<file path="src/rtl/core/rolling_hash_pattern_matcher_assert.svh">
// Assertion macros used by the matcher sequencer.
`ifndef ROLLING_HASH_PATTERN_MATCHER_ASSERT_SVH
`define ROLLING_HASH_PATTERN_MATCHER_ASSERT_SVH

// Clocked check, muted while reset is asserted.
`define RHPM_ASSERT(lbl, prop, msg) \
    lbl: assert property (@(posedge i_clk) disable iff (!i_rst_n) prop) else $error(msg);

// Clocked check that also holds through reset.
`define RHPM_ASSERT_ALWAYS(lbl, prop, msg) \
    lbl: assert property (@(posedge i_clk) prop) else $error(msg);

`endif

</file>
<file path="src/rtl/core/rhpm_pkg.sv">
package rhpm_pkg;

    localparam int MAX_PATTERN = 16;
    localparam int HASH_BASE   = 256;
    localparam int PAT_BYTES   = 16;
    localparam int RED_STEPS   = 8;
    localparam logic [15:0] MOD_RESET = 16'd10;
    localparam logic [15:0] POS_MAX   = 16'hFFFF;

    typedef enum logic [1:0] {
        REG_LENGTH  = 2'd0,
        REG_MODULUS = 2'd1,
        REG_PAT_LO  = 2'd2,
        REG_PAT_HI  = 2'd3
    } t_reg_idx;

    typedef struct packed {
        logic [4:0]   len;
        logic [15:0]  md;    // effective modulus, never below one
        logic [127:0] pat;
    } t_cfg;

    typedef enum logic [2:0] {
        SRC_WEIGHT = 3'd0,   // acc * base
        SRC_PAT    = 3'd1,   // acc * base + pattern[k]
        SRC_WIN    = 3'd2,   // acc * base + window[k-1]
        SRC_DROP   = 3'd3,   // window[m-1] * weight
        SRC_BYTE   = 3'd4    // acc * base + new byte
    } t_red_src;

    typedef enum logic [2:0] {
        ACC_HOLD    = 3'd0,
        ACC_UNIT    = 3'd1,
        ACC_ZERO    = 3'd2,
        ACC_REM     = 3'd3,
        ACC_HASH    = 3'd4,
        ACC_SUBDROP = 3'd5
    } t_acc_op;

    typedef enum logic [2:0] {
        K_HOLD = 3'd0,
        K_ONE  = 3'd1,
        K_ZERO = 3'd2,
        K_FILL = 3'd3,
        K_INC  = 3'd4,
        K_DEC  = 3'd5
    } t_k_op;

    typedef enum logic [1:0] {
        HASH_HOLD = 2'd0,
        HASH_ACC  = 2'd1,
        HASH_REM  = 2'd2
    } t_hash_op;

    typedef struct packed {
        logic     red_start;
        t_red_src red_src;
        t_acc_op  acc_op;
        t_k_op    k_op;
        t_hash_op hash_op;
        logic     wgt_load;
        logic     phash_load;
        logic     in_take;
        logic     shift;
        logic     vfy_clear;
        logic     vfy_step;
        logic     out_load;
    } t_cmd;

    typedef struct packed {
        logic red_done;
        logic k_lt_m;
        logic k_nz;
        logic len_zero;
        logic pos_ge_m;
        logic hit;
        logic out_free;
        logic out_full;
    } t_sts;

endpackage

</file>
<file path="src/rtl/core/rolling_hash_pattern_matcher.sv">
// Rolling-hash pattern matcher: one text byte per transfer, one optional result per byte.
// The block takes no new byte until it is through with the last one. Once the window is full each
// byte takes two passes of the shared shift-subtract remainder unit (drop, then roll), one while
// it fills and none at zero length; a verify step per pattern byte follows when the hashes agree.
// A register write starts a refresh of the weight, the pattern hash and the window hash.
// Reset is synchronous, active low; a refresh runs after reset before the first transfer.
module rolling_hash_pattern_matcher #(
    parameter int MAX_PATTERN = rhpm_pkg::MAX_PATTERN
) (
    input  logic        i_clk,
    input  logic        i_rst_n,
    // config port
    input  logic        psel,
    input  logic        penable,
    input  logic        pwrite,
    input  logic [4:0]  paddr,
    input  logic [63:0] pwdata,
    output logic [63:0] prdata,
    output logic        pready,
    // text in
    input  logic        s_axis_tvalid,
    output logic        s_axis_tready,
    input  logic [7:0]  s_axis_tdata,   // [7:0] text_byte
    input  logic        s_axis_tuser,   // [0] first_of_text
    // results out
    output logic        m_axis_tvalid,
    input  logic        m_axis_tready,
    output logic [15:0] m_axis_tdata,   // [15:0] window_start
    output logic        m_axis_tuser    // [0] hit_kind
);

    rhpm_pkg::t_cfg cfg;
    rhpm_pkg::t_cmd cmd;
    rhpm_pkg::t_sts sts;
    logic           cfg_wr;

    // Registers: length, modulus and the two pattern words, 8 bytes apart.
    rhpm_regs u_regs (
        .i_clk    (i_clk),
        .i_rst_n  (i_rst_n),
        .psel     (psel),
        .penable  (penable),
        .pwrite   (pwrite),
        .paddr    (paddr),
        .pwdata   (pwdata),
        .prdata   (prdata),
        .pready   (pready),
        .o_cfg    (cfg),
        .o_cfg_wr (cfg_wr)
    );

    // Sequencer: refresh of weight and hashes, then per byte drop, roll, verify, emit.
    rhpm_ctrl u_ctrl (
        .i_clk       (i_clk),
        .i_rst_n     (i_rst_n),
        .i_cfg_wr    (cfg_wr),
        .i_in_tvalid (s_axis_tvalid),
        .o_in_tready (s_axis_tready),
        .i_sts       (sts),
        .o_cmd       (cmd)
    );

    // Window, hashes, remainder unit and the result register that holds
    // a finished result while the next byte is already being worked on.
    rhpm_datapath #(
        .MAX_PATTERN (MAX_PATTERN)
    ) u_dp (
        .i_clk           (i_clk),
        .i_rst_n         (i_rst_n),
        .i_cfg           (cfg),
        .i_cmd           (cmd),
        .o_sts           (sts),
        .i_text_byte     (s_axis_tdata),
        .i_first_of_text (s_axis_tuser),
        .i_out_tready    (m_axis_tready),
        .o_out_tvalid    (m_axis_tvalid),
        .o_window_start  (m_axis_tdata),
        .o_hit_kind      (m_axis_tuser)
    );

endmodule

</file>
<file path="src/rtl/core/rhpm_regs.sv">
module rhpm_regs (
    input  logic               i_clk,
    input  logic               i_rst_n,
    input  logic               psel,
    input  logic               penable,
    input  logic               pwrite,
    input  logic [4:0]         paddr,
    input  logic [63:0]        pwdata,
    output logic [63:0]        prdata,
    output logic               pready,
    output rhpm_pkg::t_cfg     o_cfg,
    output logic               o_cfg_wr
);

    logic [4:0]  r_len;
    logic [15:0] r_md;
    logic [63:0] r_pat_lo;
    logic [63:0] r_pat_hi;
    rhpm_pkg::t_reg_idx idx;

    assign idx      = rhpm_pkg::t_reg_idx'(paddr[4:3]);
    assign pready   = 1'b1;
    assign o_cfg_wr = psel & penable & pwrite;

    always_ff @(posedge i_clk) begin
        if (!i_rst_n) begin
            r_len    <= '0;
            r_md     <= rhpm_pkg::MOD_RESET;
            r_pat_lo <= '0;
            r_pat_hi <= '0;
        end else if (o_cfg_wr) begin
            unique case (idx)
                rhpm_pkg::REG_LENGTH:  r_len    <= pwdata[4:0];
                rhpm_pkg::REG_MODULUS: r_md     <= pwdata[15:0];
                rhpm_pkg::REG_PAT_LO:  r_pat_lo <= pwdata;
                rhpm_pkg::REG_PAT_HI:  r_pat_hi <= pwdata;
                default: ;
            endcase
        end
    end

    always_comb begin
        unique case (idx)
            rhpm_pkg::REG_LENGTH:  prdata = 64'(r_len);
            rhpm_pkg::REG_MODULUS: prdata = 64'(r_md);
            rhpm_pkg::REG_PAT_LO:  prdata = r_pat_lo;
            rhpm_pkg::REG_PAT_HI:  prdata = r_pat_hi;
            default:               prdata = '0;
        endcase
    end

    // a modulus of zero or one acts as one
    assign o_cfg.len = r_len;
    assign o_cfg.md  = (r_md < 16'd2) ? 16'd1 : r_md;
    assign o_cfg.pat = {r_pat_hi, r_pat_lo};

endmodule

</file>
<file path="src/rtl/core/rhpm_datapath.sv">
module rhpm_datapath #(
    parameter int MAX_PATTERN = rhpm_pkg::MAX_PATTERN
) (
    input  logic            i_clk,
    input  logic            i_rst_n,
    input  rhpm_pkg::t_cfg  i_cfg,
    input  rhpm_pkg::t_cmd  i_cmd,
    output rhpm_pkg::t_sts  o_sts,
    input  logic [7:0]      i_text_byte,
    input  logic            i_first_of_text,
    input  logic            i_out_tready,
    output logic            o_out_tvalid,
    output logic [15:0]     o_window_start,
    output logic            o_hit_kind
);

    localparam int KW   = $clog2(MAX_PATTERN + 1);
    localparam int IW   = (MAX_PATTERN > 1) ? $clog2(MAX_PATTERN) : 1;
    localparam int CW   = $clog2(rhpm_pkg::RED_STEPS + 1);
    localparam logic [KW-1:0] MaxP = KW'(MAX_PATTERN);

    logic [7:0]    r_win [MAX_PATTERN];
    logic [15:0]   r_seen;
    logic [15:0]   r_hash;
    logic [15:0]   r_wgt;
    logic [15:0]   r_phash;
    logic [15:0]   r_acc;
    logic [15:0]   r_rem;
    logic [7:0]    r_lo;
    logic [CW-1:0] r_cnt;
    logic [KW-1:0] r_k;
    logic          r_equal;
    logic [7:0]    r_byte;
    logic [15:0]   r_start;
    logic          r_out_valid;
    logic [15:0]   r_out_start;
    logic          r_out_kind;

    logic [KW-1:0] m;
    logic [KW-1:0] n;
    logic [KW-1:0] win_addr;
    logic [7:0]    win_rd;
    logic [3:0]    k4;
    logic [7:0]    pat_rd;
    logic [15:0]   mul_a;
    logic [8:0]    mul_b;
    logic [7:0]    mul_c;
    logic [24:0]   mul_x;
    logic [16:0]   red_t;
    logic [16:0]   red_r;
    logic [16:0]   sub_s;
    logic [15:0]   sub_r;

    assign m = (32'(i_cfg.len) > 32'(MAX_PATTERN)) ? MaxP : KW'(i_cfg.len);
    assign n = (r_seen < 16'(m)) ? KW'(r_seen) : m;

    // single window read port
    always_comb begin
        if (i_cmd.red_start && i_cmd.red_src == rhpm_pkg::SRC_WIN) begin
            win_addr = r_k - KW'(1);
        end else if (i_cmd.vfy_step) begin
            win_addr = m - KW'(1) - r_k;
        end else begin
            win_addr = m - KW'(1);
        end
    end
    assign win_rd = r_win[IW'(win_addr)];

    // pattern bytes past sixteen read as zero
    assign k4     = 4'(r_k);
    assign pat_rd = (32'(r_k) < rhpm_pkg::PAT_BYTES) ? i_cfg.pat[8*k4 +: 8] : 8'd0;

    always_comb begin
        mul_a = r_acc;
        mul_b = 9'(rhpm_pkg::HASH_BASE);
        mul_c = 8'd0;
        case (i_cmd.red_src)
            rhpm_pkg::SRC_PAT:  mul_c = pat_rd;
            rhpm_pkg::SRC_WIN:  mul_c = win_rd;
            rhpm_pkg::SRC_BYTE: mul_c = r_byte;
            rhpm_pkg::SRC_DROP: begin
                mul_a = r_wgt;
                mul_b = 9'(win_rd);
            end
            default: ;
        endcase
    end
    assign mul_x = 25'(mul_a) * 25'(mul_b) + 25'(mul_c);

    // restoring remainder: upper part is already below the modulus
    assign red_t = {r_rem, r_lo[7]};
    assign red_r = (red_t >= 17'(i_cfg.md)) ? red_t - 17'(i_cfg.md) : red_t;

    assign sub_s = 17'(r_hash) + 17'(i_cfg.md) - 17'(r_rem);
    assign sub_r = (sub_s >= 17'(i_cfg.md)) ? 16'(sub_s - 17'(i_cfg.md)) : 16'(sub_s);

    always_ff @(posedge i_clk) begin
        if (!i_rst_n) begin
            r_cnt <= '0;
        end else if (i_cmd.red_start) begin
            r_cnt <= CW'(rhpm_pkg::RED_STEPS);
        end else if (r_cnt != '0) begin
            r_cnt <= r_cnt - CW'(1);
        end
    end

    always_ff @(posedge i_clk) begin
        if (i_cmd.red_start) begin
            r_rem <= mul_x[23:8];
            r_lo  <= mul_x[7:0];
        end else if (r_cnt != '0) begin
            r_rem <= red_r[15:0];
            r_lo  <= {r_lo[6:0], 1'b0};
        end
    end

    always_ff @(posedge i_clk) begin
        case (i_cmd.acc_op)
            rhpm_pkg::ACC_UNIT:    r_acc <= (i_cfg.md == 16'd1) ? 16'd0 : 16'd1;
            rhpm_pkg::ACC_ZERO:    r_acc <= '0;
            rhpm_pkg::ACC_REM:     r_acc <= r_rem;
            rhpm_pkg::ACC_HASH:    r_acc <= r_hash;
            rhpm_pkg::ACC_SUBDROP: r_acc <= sub_r;
            default: ;
        endcase
        case (i_cmd.k_op)
            rhpm_pkg::K_ONE:  r_k <= KW'(1);
            rhpm_pkg::K_ZERO: r_k <= '0;
            rhpm_pkg::K_FILL: r_k <= n;
            rhpm_pkg::K_INC:  r_k <= r_k + KW'(1);
            rhpm_pkg::K_DEC:  r_k <= r_k - KW'(1);
            default: ;
        endcase
        if (i_cmd.wgt_load) begin
            r_wgt <= r_acc;
        end
        if (i_cmd.phash_load) begin
            r_phash <= r_acc;
        end
        if (i_cmd.in_take) begin
            r_byte <= i_text_byte;
        end
        if (i_cmd.vfy_clear) begin
            r_equal <= 1'b1;
        end else if (i_cmd.vfy_step && win_rd != pat_rd) begin
            r_equal <= 1'b0;
        end
        if (i_cmd.shift) begin
            r_start <= (r_seen == rhpm_pkg::POS_MAX) ? rhpm_pkg::POS_MAX
                                                     : r_seen + 16'd1 - 16'(m);
        end
        if (i_cmd.out_load) begin
            r_out_start <= r_start;
            r_out_kind  <= ~r_equal;
        end
    end

    always_ff @(posedge i_clk) begin
        if (!i_rst_n) begin
            for (int i = 0; i < MAX_PATTERN; i++) begin
                r_win[i] <= '0;
            end
            r_seen      <= '0;
            r_hash      <= '0;
            r_out_valid <= 1'b0;
        end else begin
            if (i_cmd.in_take && i_first_of_text) begin
                for (int i = 0; i < MAX_PATTERN; i++) begin
                    r_win[i] <= '0;
                end
                r_seen <= '0;
                r_hash <= '0;
            end else begin
                if (i_cmd.shift) begin
                    r_win[0] <= r_byte;
                    for (int i = 1; i < MAX_PATTERN; i++) begin
                        r_win[i] <= r_win[i-1];
                    end
                    if (r_seen != rhpm_pkg::POS_MAX) begin
                        r_seen <= r_seen + 16'd1;
                    end
                end
                case (i_cmd.hash_op)
                    rhpm_pkg::HASH_ACC: r_hash <= r_acc;
                    rhpm_pkg::HASH_REM: r_hash <= r_rem;
                    default: ;
                endcase
            end
            if (i_cmd.out_load) begin
                r_out_valid <= 1'b1;
            end else if (i_out_tready) begin
                r_out_valid <= 1'b0;
            end
        end
    end

    assign o_sts.red_done = (r_cnt == '0);
    assign o_sts.k_lt_m   = (r_k < m);
    assign o_sts.k_nz     = (r_k != '0);
    assign o_sts.len_zero = (m == '0);
    assign o_sts.pos_ge_m = (r_seen >= 16'(m));
    assign o_sts.hit      = (17'(r_seen) + 17'd1 >= 17'(m)) && (r_rem == r_phash);
    assign o_sts.out_free = ~r_out_valid | i_out_tready;
    assign o_sts.out_full = r_out_valid;

    assign o_out_tvalid   = r_out_valid;
    assign o_window_start = r_out_start;
    assign o_hit_kind     = r_out_kind;

endmodule

</file>
<file path="src/rtl/core/rhpm_ctrl.sv">
`include "rolling_hash_pattern_matcher_assert.svh"

module rhpm_ctrl (
    input  logic            i_clk,
    input  logic            i_rst_n,
    input  logic            i_cfg_wr,
    input  logic            i_in_tvalid,
    output logic            o_in_tready,
    input  rhpm_pkg::t_sts  i_sts,
    output rhpm_pkg::t_cmd  o_cmd
);

    typedef enum logic [13:0] {
        ST_REF_INIT  = 14'b00000000000001,
        ST_REF_W_CHK = 14'b00000000000010,
        ST_REF_W_RED = 14'b00000000000100,
        ST_REF_P_CHK = 14'b00000000001000,
        ST_REF_P_RED = 14'b00000000010000,
        ST_REF_H_CHK = 14'b00000000100000,
        ST_REF_H_RED = 14'b00000001000000,
        ST_IDLE      = 14'b00000010000000,
        ST_START     = 14'b00000100000000,
        ST_DROP_RED  = 14'b00001000000000,
        ST_ROLL_ST   = 14'b00010000000000,
        ST_ROLL_RED  = 14'b00100000000000,
        ST_VERIFY    = 14'b01000000000000,
        ST_EMIT      = 14'b10000000000000
    } t_state;

    t_state r_state;
    t_state n_state;
    logic   in_xfer;

    assign o_in_tready = (r_state == ST_IDLE) & ~i_cfg_wr;
    assign in_xfer     = o_in_tready & i_in_tvalid;

    always_comb begin
        n_state = r_state;
        o_cmd   = '0;
        unique case (r_state)
            ST_REF_INIT: begin
                o_cmd.acc_op = rhpm_pkg::ACC_UNIT;
                o_cmd.k_op   = rhpm_pkg::K_ONE;
                n_state      = ST_REF_W_CHK;
            end
            ST_REF_W_CHK: begin
                if (i_sts.k_lt_m) begin
                    o_cmd.red_start = 1'b1;
                    o_cmd.red_src   = rhpm_pkg::SRC_WEIGHT;
                    n_state         = ST_REF_W_RED;
                end else begin
                    o_cmd.wgt_load = 1'b1;
                    o_cmd.acc_op   = rhpm_pkg::ACC_ZERO;
                    o_cmd.k_op     = rhpm_pkg::K_ZERO;
                    n_state        = ST_REF_P_CHK;
                end
            end
            ST_REF_W_RED: begin
                if (i_sts.red_done) begin
                    o_cmd.acc_op = rhpm_pkg::ACC_REM;
                    o_cmd.k_op   = rhpm_pkg::K_INC;
                    n_state      = ST_REF_W_CHK;
                end
            end
            ST_REF_P_CHK: begin
                if (i_sts.k_lt_m) begin
                    o_cmd.red_start = 1'b1;
                    o_cmd.red_src   = rhpm_pkg::SRC_PAT;
                    n_state         = ST_REF_P_RED;
                end else begin
                    o_cmd.phash_load = 1'b1;
                    o_cmd.acc_op     = rhpm_pkg::ACC_ZERO;
                    o_cmd.k_op       = rhpm_pkg::K_FILL;
                    n_state          = ST_REF_H_CHK;
                end
            end
            ST_REF_P_RED: begin
                if (i_sts.red_done) begin
                    o_cmd.acc_op = rhpm_pkg::ACC_REM;
                    o_cmd.k_op   = rhpm_pkg::K_INC;
                    n_state      = ST_REF_P_CHK;
                end
            end
            ST_REF_H_CHK: begin
                if (i_sts.k_nz) begin
                    o_cmd.red_start = 1'b1;
                    o_cmd.red_src   = rhpm_pkg::SRC_WIN;
                    n_state         = ST_REF_H_RED;
                end else begin
                    o_cmd.hash_op = rhpm_pkg::HASH_ACC;
                    n_state       = ST_IDLE;
                end
            end
            ST_REF_H_RED: begin
                if (i_sts.red_done) begin
                    o_cmd.acc_op = rhpm_pkg::ACC_REM;
                    o_cmd.k_op   = rhpm_pkg::K_DEC;
                    n_state      = ST_REF_H_CHK;
                end
            end
            ST_IDLE: begin
                if (in_xfer) begin
                    o_cmd.in_take = 1'b1;
                    n_state       = ST_START;
                end
            end
            ST_START: begin
                if (i_sts.len_zero) begin
                    o_cmd.shift = 1'b1;
                    n_state     = ST_IDLE;
                end else if (i_sts.pos_ge_m) begin
                    o_cmd.red_start = 1'b1;
                    o_cmd.red_src   = rhpm_pkg::SRC_DROP;
                    n_state         = ST_DROP_RED;
                end else begin
                    o_cmd.acc_op = rhpm_pkg::ACC_HASH;
                    n_state      = ST_ROLL_ST;
                end
            end
            ST_DROP_RED: begin
                if (i_sts.red_done) begin
                    o_cmd.acc_op = rhpm_pkg::ACC_SUBDROP;
                    n_state      = ST_ROLL_ST;
                end
            end
            ST_ROLL_ST: begin
                o_cmd.red_start = 1'b1;
                o_cmd.red_src   = rhpm_pkg::SRC_BYTE;
                n_state         = ST_ROLL_RED;
            end
            ST_ROLL_RED: begin
                if (i_sts.red_done) begin
                    o_cmd.hash_op = rhpm_pkg::HASH_REM;
                    o_cmd.shift   = 1'b1;
                    if (i_sts.hit) begin
                        o_cmd.k_op      = rhpm_pkg::K_ZERO;
                        o_cmd.vfy_clear = 1'b1;
                        n_state         = ST_VERIFY;
                    end else begin
                        n_state = ST_IDLE;
                    end
                end
            end
            ST_VERIFY: begin
                if (i_sts.k_lt_m) begin
                    o_cmd.vfy_step = 1'b1;
                    o_cmd.k_op     = rhpm_pkg::K_INC;
                end else begin
                    n_state = ST_EMIT;
                end
            end
            ST_EMIT: begin
                if (i_sts.out_free) begin
                    o_cmd.out_load = 1'b1;
                    n_state        = ST_IDLE;
                end
            end
            default: n_state = ST_REF_INIT;
        endcase
        // any register write restarts the refresh
        if (i_cfg_wr) begin
            n_state = ST_REF_INIT;
        end
    end

    always_ff @(posedge i_clk) begin
        if (!i_rst_n) begin
            r_state <= ST_REF_INIT;
        end else begin
            r_state <= n_state;
        end
    end

    `RHPM_ASSERT(a_accept_leaves_idle, in_xfer |=> (r_state != ST_IDLE), "accept did not leave idle")
    `RHPM_ASSERT(a_load_into_free_slot, o_cmd.out_load |-> i_sts.out_free, "result load over a full slot")
    `RHPM_ASSERT(a_result_from_emit, $rose(i_sts.out_full) |-> $past(r_state == ST_EMIT), "result raised outside emit")
    `RHPM_ASSERT_ALWAYS(a_ready_only_idle, o_in_tready |-> (r_state == ST_IDLE), "ready outside idle")

endmodule
</file>
<file path="config.mk">
export PLATFORM = sky130hd
export DESIGN_NAME = rolling_hash_pattern_matcher
export DESIGN_NICKNAME = d
export VERILOG_FILES = /design/src/rtl/core/rhpm_pkg.sv /design/src/rtl/core/rolling_hash_pattern_matcher.sv /design/src/rtl/core/rhpm_regs.sv /design/src/rtl/core/rhpm_datapath.sv /design/src/rtl/core/rhpm_ctrl.sv
export VERILOG_INCLUDE_DIRS = /design/src /design/src/rtl/core
export SDC_FILE = /design/constraint.sdc
export NUM_CORES = 2
export LEC_CHECK = 0
export ABC_AREA = 0
export BUFFER_PORTS_ARGS = -buffer_cell sky130_fd_sc_hd__buf_2
export CORE_MARGIN = 8
export CORE_UTILIZATION = 67
export CTS_CLUSTER_SIZE = 20
export DETAILED_ROUTE_END_ITERATION = 10
export PLACE_DENSITY = 0.95
export SKIP_LAST_GASP = 1
export SLEW_MARGIN = 40
export SYNTH_ARGS = -nofsm -noshare
export SYNTH_HDL_FRONTEND = slang
export SYNTH_SLANG_ARGS = --single-unit
</file>
<file path="constraint.sdc">
create_clock -name i_clk -period 18.1 [get_ports i_clk]
set_clock_uncertainty 0.1 [all_clocks]
set_input_delay 1.81 -clock i_clk [delete_from_list [all_inputs] [get_ports i_clk]]
set_output_delay 1.81 -clock i_clk [all_outputs]
set_load 0.03 [all_outputs]
</file>
==> summary.md <==
| Metric | Value |
|---|---|
| Top-area cell type share of the netlist area | `between 20% and 30%` |
| First-pass GRT wire length | `129,000 um` |
| Hold Fails Final Rpt | `0` |
| Routed via count | `24,456` |
| Cells after DPL | `3,674` |
| Largest net degree at the start of global routing | `121` |
| Final period utilization | `about three fifths` |
| Startpoint types | `flop` |
| Number of top-level pins | `169` |
| Worst-path clk slew | `0.06 ns` |
| Largest area contributor in the netlist | `edfxtp_1` |
| Top post-synthesis cells by count | `nand2_1 (437), edfxtp_1 (238), dfxtp_1 (209), inv_1 (184), mux2i_1 (164)` |
| Setup-failing EPs final | `0` |
| Gr ovfl total | `0` |
| Post CTS Setup Buffer Count | `0` |
| Netlist cell types | `81` |
| FP Rows | `77` |
| CP max stage delay | `0.56 ns` |
| Initial antenna violation count | `4` |
| DR iter-0 viols | `2,886` |
| Total length of routed wires | `81,200 um` |
| Syn_nets | `between 3,000 and 4,000` |
| WL per Instance | `between 20 and 25 um` |
| Pwr Total | `between 3 and 4 mW` |
| Max-cap violations | `0` |
| Hold Crit Class | `flop to flop` |
| # DRC | `0` |
| Chip height | `228 um` |
| Synthesized area | `approximately 30,000 um^2` |
| Initial Util | `68.1%` |
| Core region area | `44,300 um^2` |
| Setup total negative slack | `0 ns` |
| RSZ-0062 raised after global routing | `no` |
| Post-Layout Cell Count | `about 3,800` |
| Sequential-to-total area share from yosys stat | `37.6%` |
| Buffers on Ports | `164` |
| Largest cells by area after synthesis | `edfxtp_1 (24%), dfxtp_1 (14%), fa_1 (8.1%)` |
| Max-slew headroom | `38.7%` |
| Status | `finished clean` |
| Gr usage total | `30.0%` |
| Peak VDD IR | `roughly 0.075 mV` |
| Avg Inst Size Synth | `between 9 and 10 um^2` |
| CTS H-Tree Depth | `2` |
| Crit end category | `flop` |
| Minimum clock period | `10.61 ns` |
| Flops & latches, synth | `between 400 and 500` |
| Clock Tree Buf Depth | `3` |
| Slowest cell on crit path | `buf_4` |
| Drt via density | `roughly 6.5` |
| DP HPWL | `56,500 um` |
| Number of global-route vias before repair | `~25,000` |
| Area delta synth->final | `9.42%` |
| Worst-margin pin slew | `~0.91 ns` |
| Cell leakage power | `about 14 nW` |
| Yosys warns | `0` |
| CTS sink count | `between 400 and 500` |
| CTS tree | `built` |
| Most frequent cell after synthesis | `nand2_1` |
| Post-cts hold buffer count | `0` |
| Final ANT Viol Nets | `0` |
| Die area | `52,100 um^2` |
| Layout Nets | `between 3,000 and 4,000` |
| Crit path max fanout | `52` |
| Post-synth top flop | `edfxtp_1` |
| Total CTS buffers | `47` |
| Crit Path Category | `flop to flop` |
| Final Max Tran Viols | `0` |
| CP Data Required Time | `18.32 ns` |
| Final Core Density | `74.5%` |
| Clk Latency, worst-skew pair | `0.59 ns` |
| Post_cts resized | `0` |
| Root buf cell | `clkbuf_16` |
| Fill count | `2,787` |
| Die Width | `228 um` |
| Layout cells sized above 1 | `12.4%` |
| Gpl congestion | `0.957` |
| Top achievable clock speed | `94.3 MHz` |
| Drt first pass iters | `6` |
| Cells after synthesis | `3,060` |
| Worst EP arrival | `about 11 ns` |
| Power per Cell Area | `102 nW/um^2` |
| Post-synth EDFFs | `about 240` |
| Asr flop ratio synth | `0%` |
per-layer routing:
metal  wire length [um]  up-vias  GRT usage, %
li1                   -    10873             -
met1              30800    11809          38.3
met2              38600     1488          49.3
met3               8190      280          5.94
met4               3490        6          13.4
met5                 48        -             0
layout by cell type (no fill, tap or decap), types with 21 or more instances in the layout:
cell and count:
nand2_1 435, edfxtp_1 238, dfxtp_1 209, inv_1 183, mux2i_1 162, buf_2 162
a21boi_0 149, and2_1 141, ha_1 138, fa_1 122, nor2_1 120, nor2b_1 115
a21oi_1 95, and3_1 87, o21ai_0 82, xnor2_1 60, nand3_1 58, a211oi_1 55
xor2_1 52, clkbuf_16 48, mux4_2 44, nor3_1 33, mux2_2 30, buf_4 27
nand2b_1 21
cell families (layout without fill, tap and decap cells):
family	Yosys count	after routing	share of synthesized area, %
adders and majority gates	261	261	13.9
other	1	2	0.0124
xor gates and xnor gates	112	112	3.25
and+or+nand+nor	1103	1103	18.2
AOI/OAI and AO/OA	540	540	12.3
buffers and inverters	355	464	4.74
DFF	447	447	37.6
muxes	241	241	9.99
area by class of cell:
cell class	instances	area, um^2	area share, %
multi-input combinational	2258	17500	53.1
sequential	447	11300	34.3
clock buffer	61	1350	4.09
timing repair buffer	193	1060	3.21
tap	592	741	2.24
inverter	184	691	2.09
clock inverter	26	310	0.940
antenna	1	2.50	0.00758
registers in the layout, indices dropped and copies added (netlist names), 16 cells and up:
signal / flops
u_dp.r_hash: 16
u_dp.r_acc: 16
u_dp.r_start: 16
u_dp.r_rem: 16
u_dp.o_window_start: 16
u_dp.r_phash: 16
u_dp.r_wgt: 16
u_regs.r_pat_hi: 64
u_regs.r_pat_lo: 64
u_dp.r_seen: 16
u_regs.r_md: 16
u_dp.r_win: 128
metrics by stage:
step           instance area (um^2)  hold slack, ns  worst slack [ns]
2_1_floorplan                 30200           0.300              8.62
3_3_place_gp                  31300           0.305              7.79
3_5_place_dp                  31300           0.305              7.62
4_1_cts                       33000           0.310              7.50
5_1_grt                       33000           0.319              7.02
6_report                      33000           0.319              7.49
path summary, 6_finish.rpt:
check                        start                      end  slack (ns)  cells past startpoint
setup reg to reg   u_regs.r_len[4]           u_dp.r_rem[15]        7.49                     36
setup / recovery   u_regs.r_len[4]           u_dp.r_rem[15]        7.49                     36
hold reg to reg   u_dp.r_start[14]  u_dp.o_window_start[14]        0.32                      0
hold / removal    u_dp.r_start[14]  u_dp.o_window_start[14]        0.32                      0
where the power goes:
| group | internal (mW) | leakage (nW) | switching (mW) |
|---|---|---|---|
| Sequential | 1.16 | 4.04 | 0.0944 |
| Clock | 0.605 | 0.824 | 0.432 |
| Combinational | 0.430 | 8.96 | 0.633 |
worst max-delay path: cells and delay by family, from the launching register on:
family / cells / cell delay [ns]
adders and majority gates: 7 / 3.15
AOI/OAI and AO/OA: 7 / 2.30
and+or+nand+nor: 6 / 1.44
buffers and inverters: 8 / 1.32
muxes: 7 / 1.28
DFF: 1 / 0.51
xor gates and xnor gates: 1 / 0.18
Power figures use the tool's default switching activity.
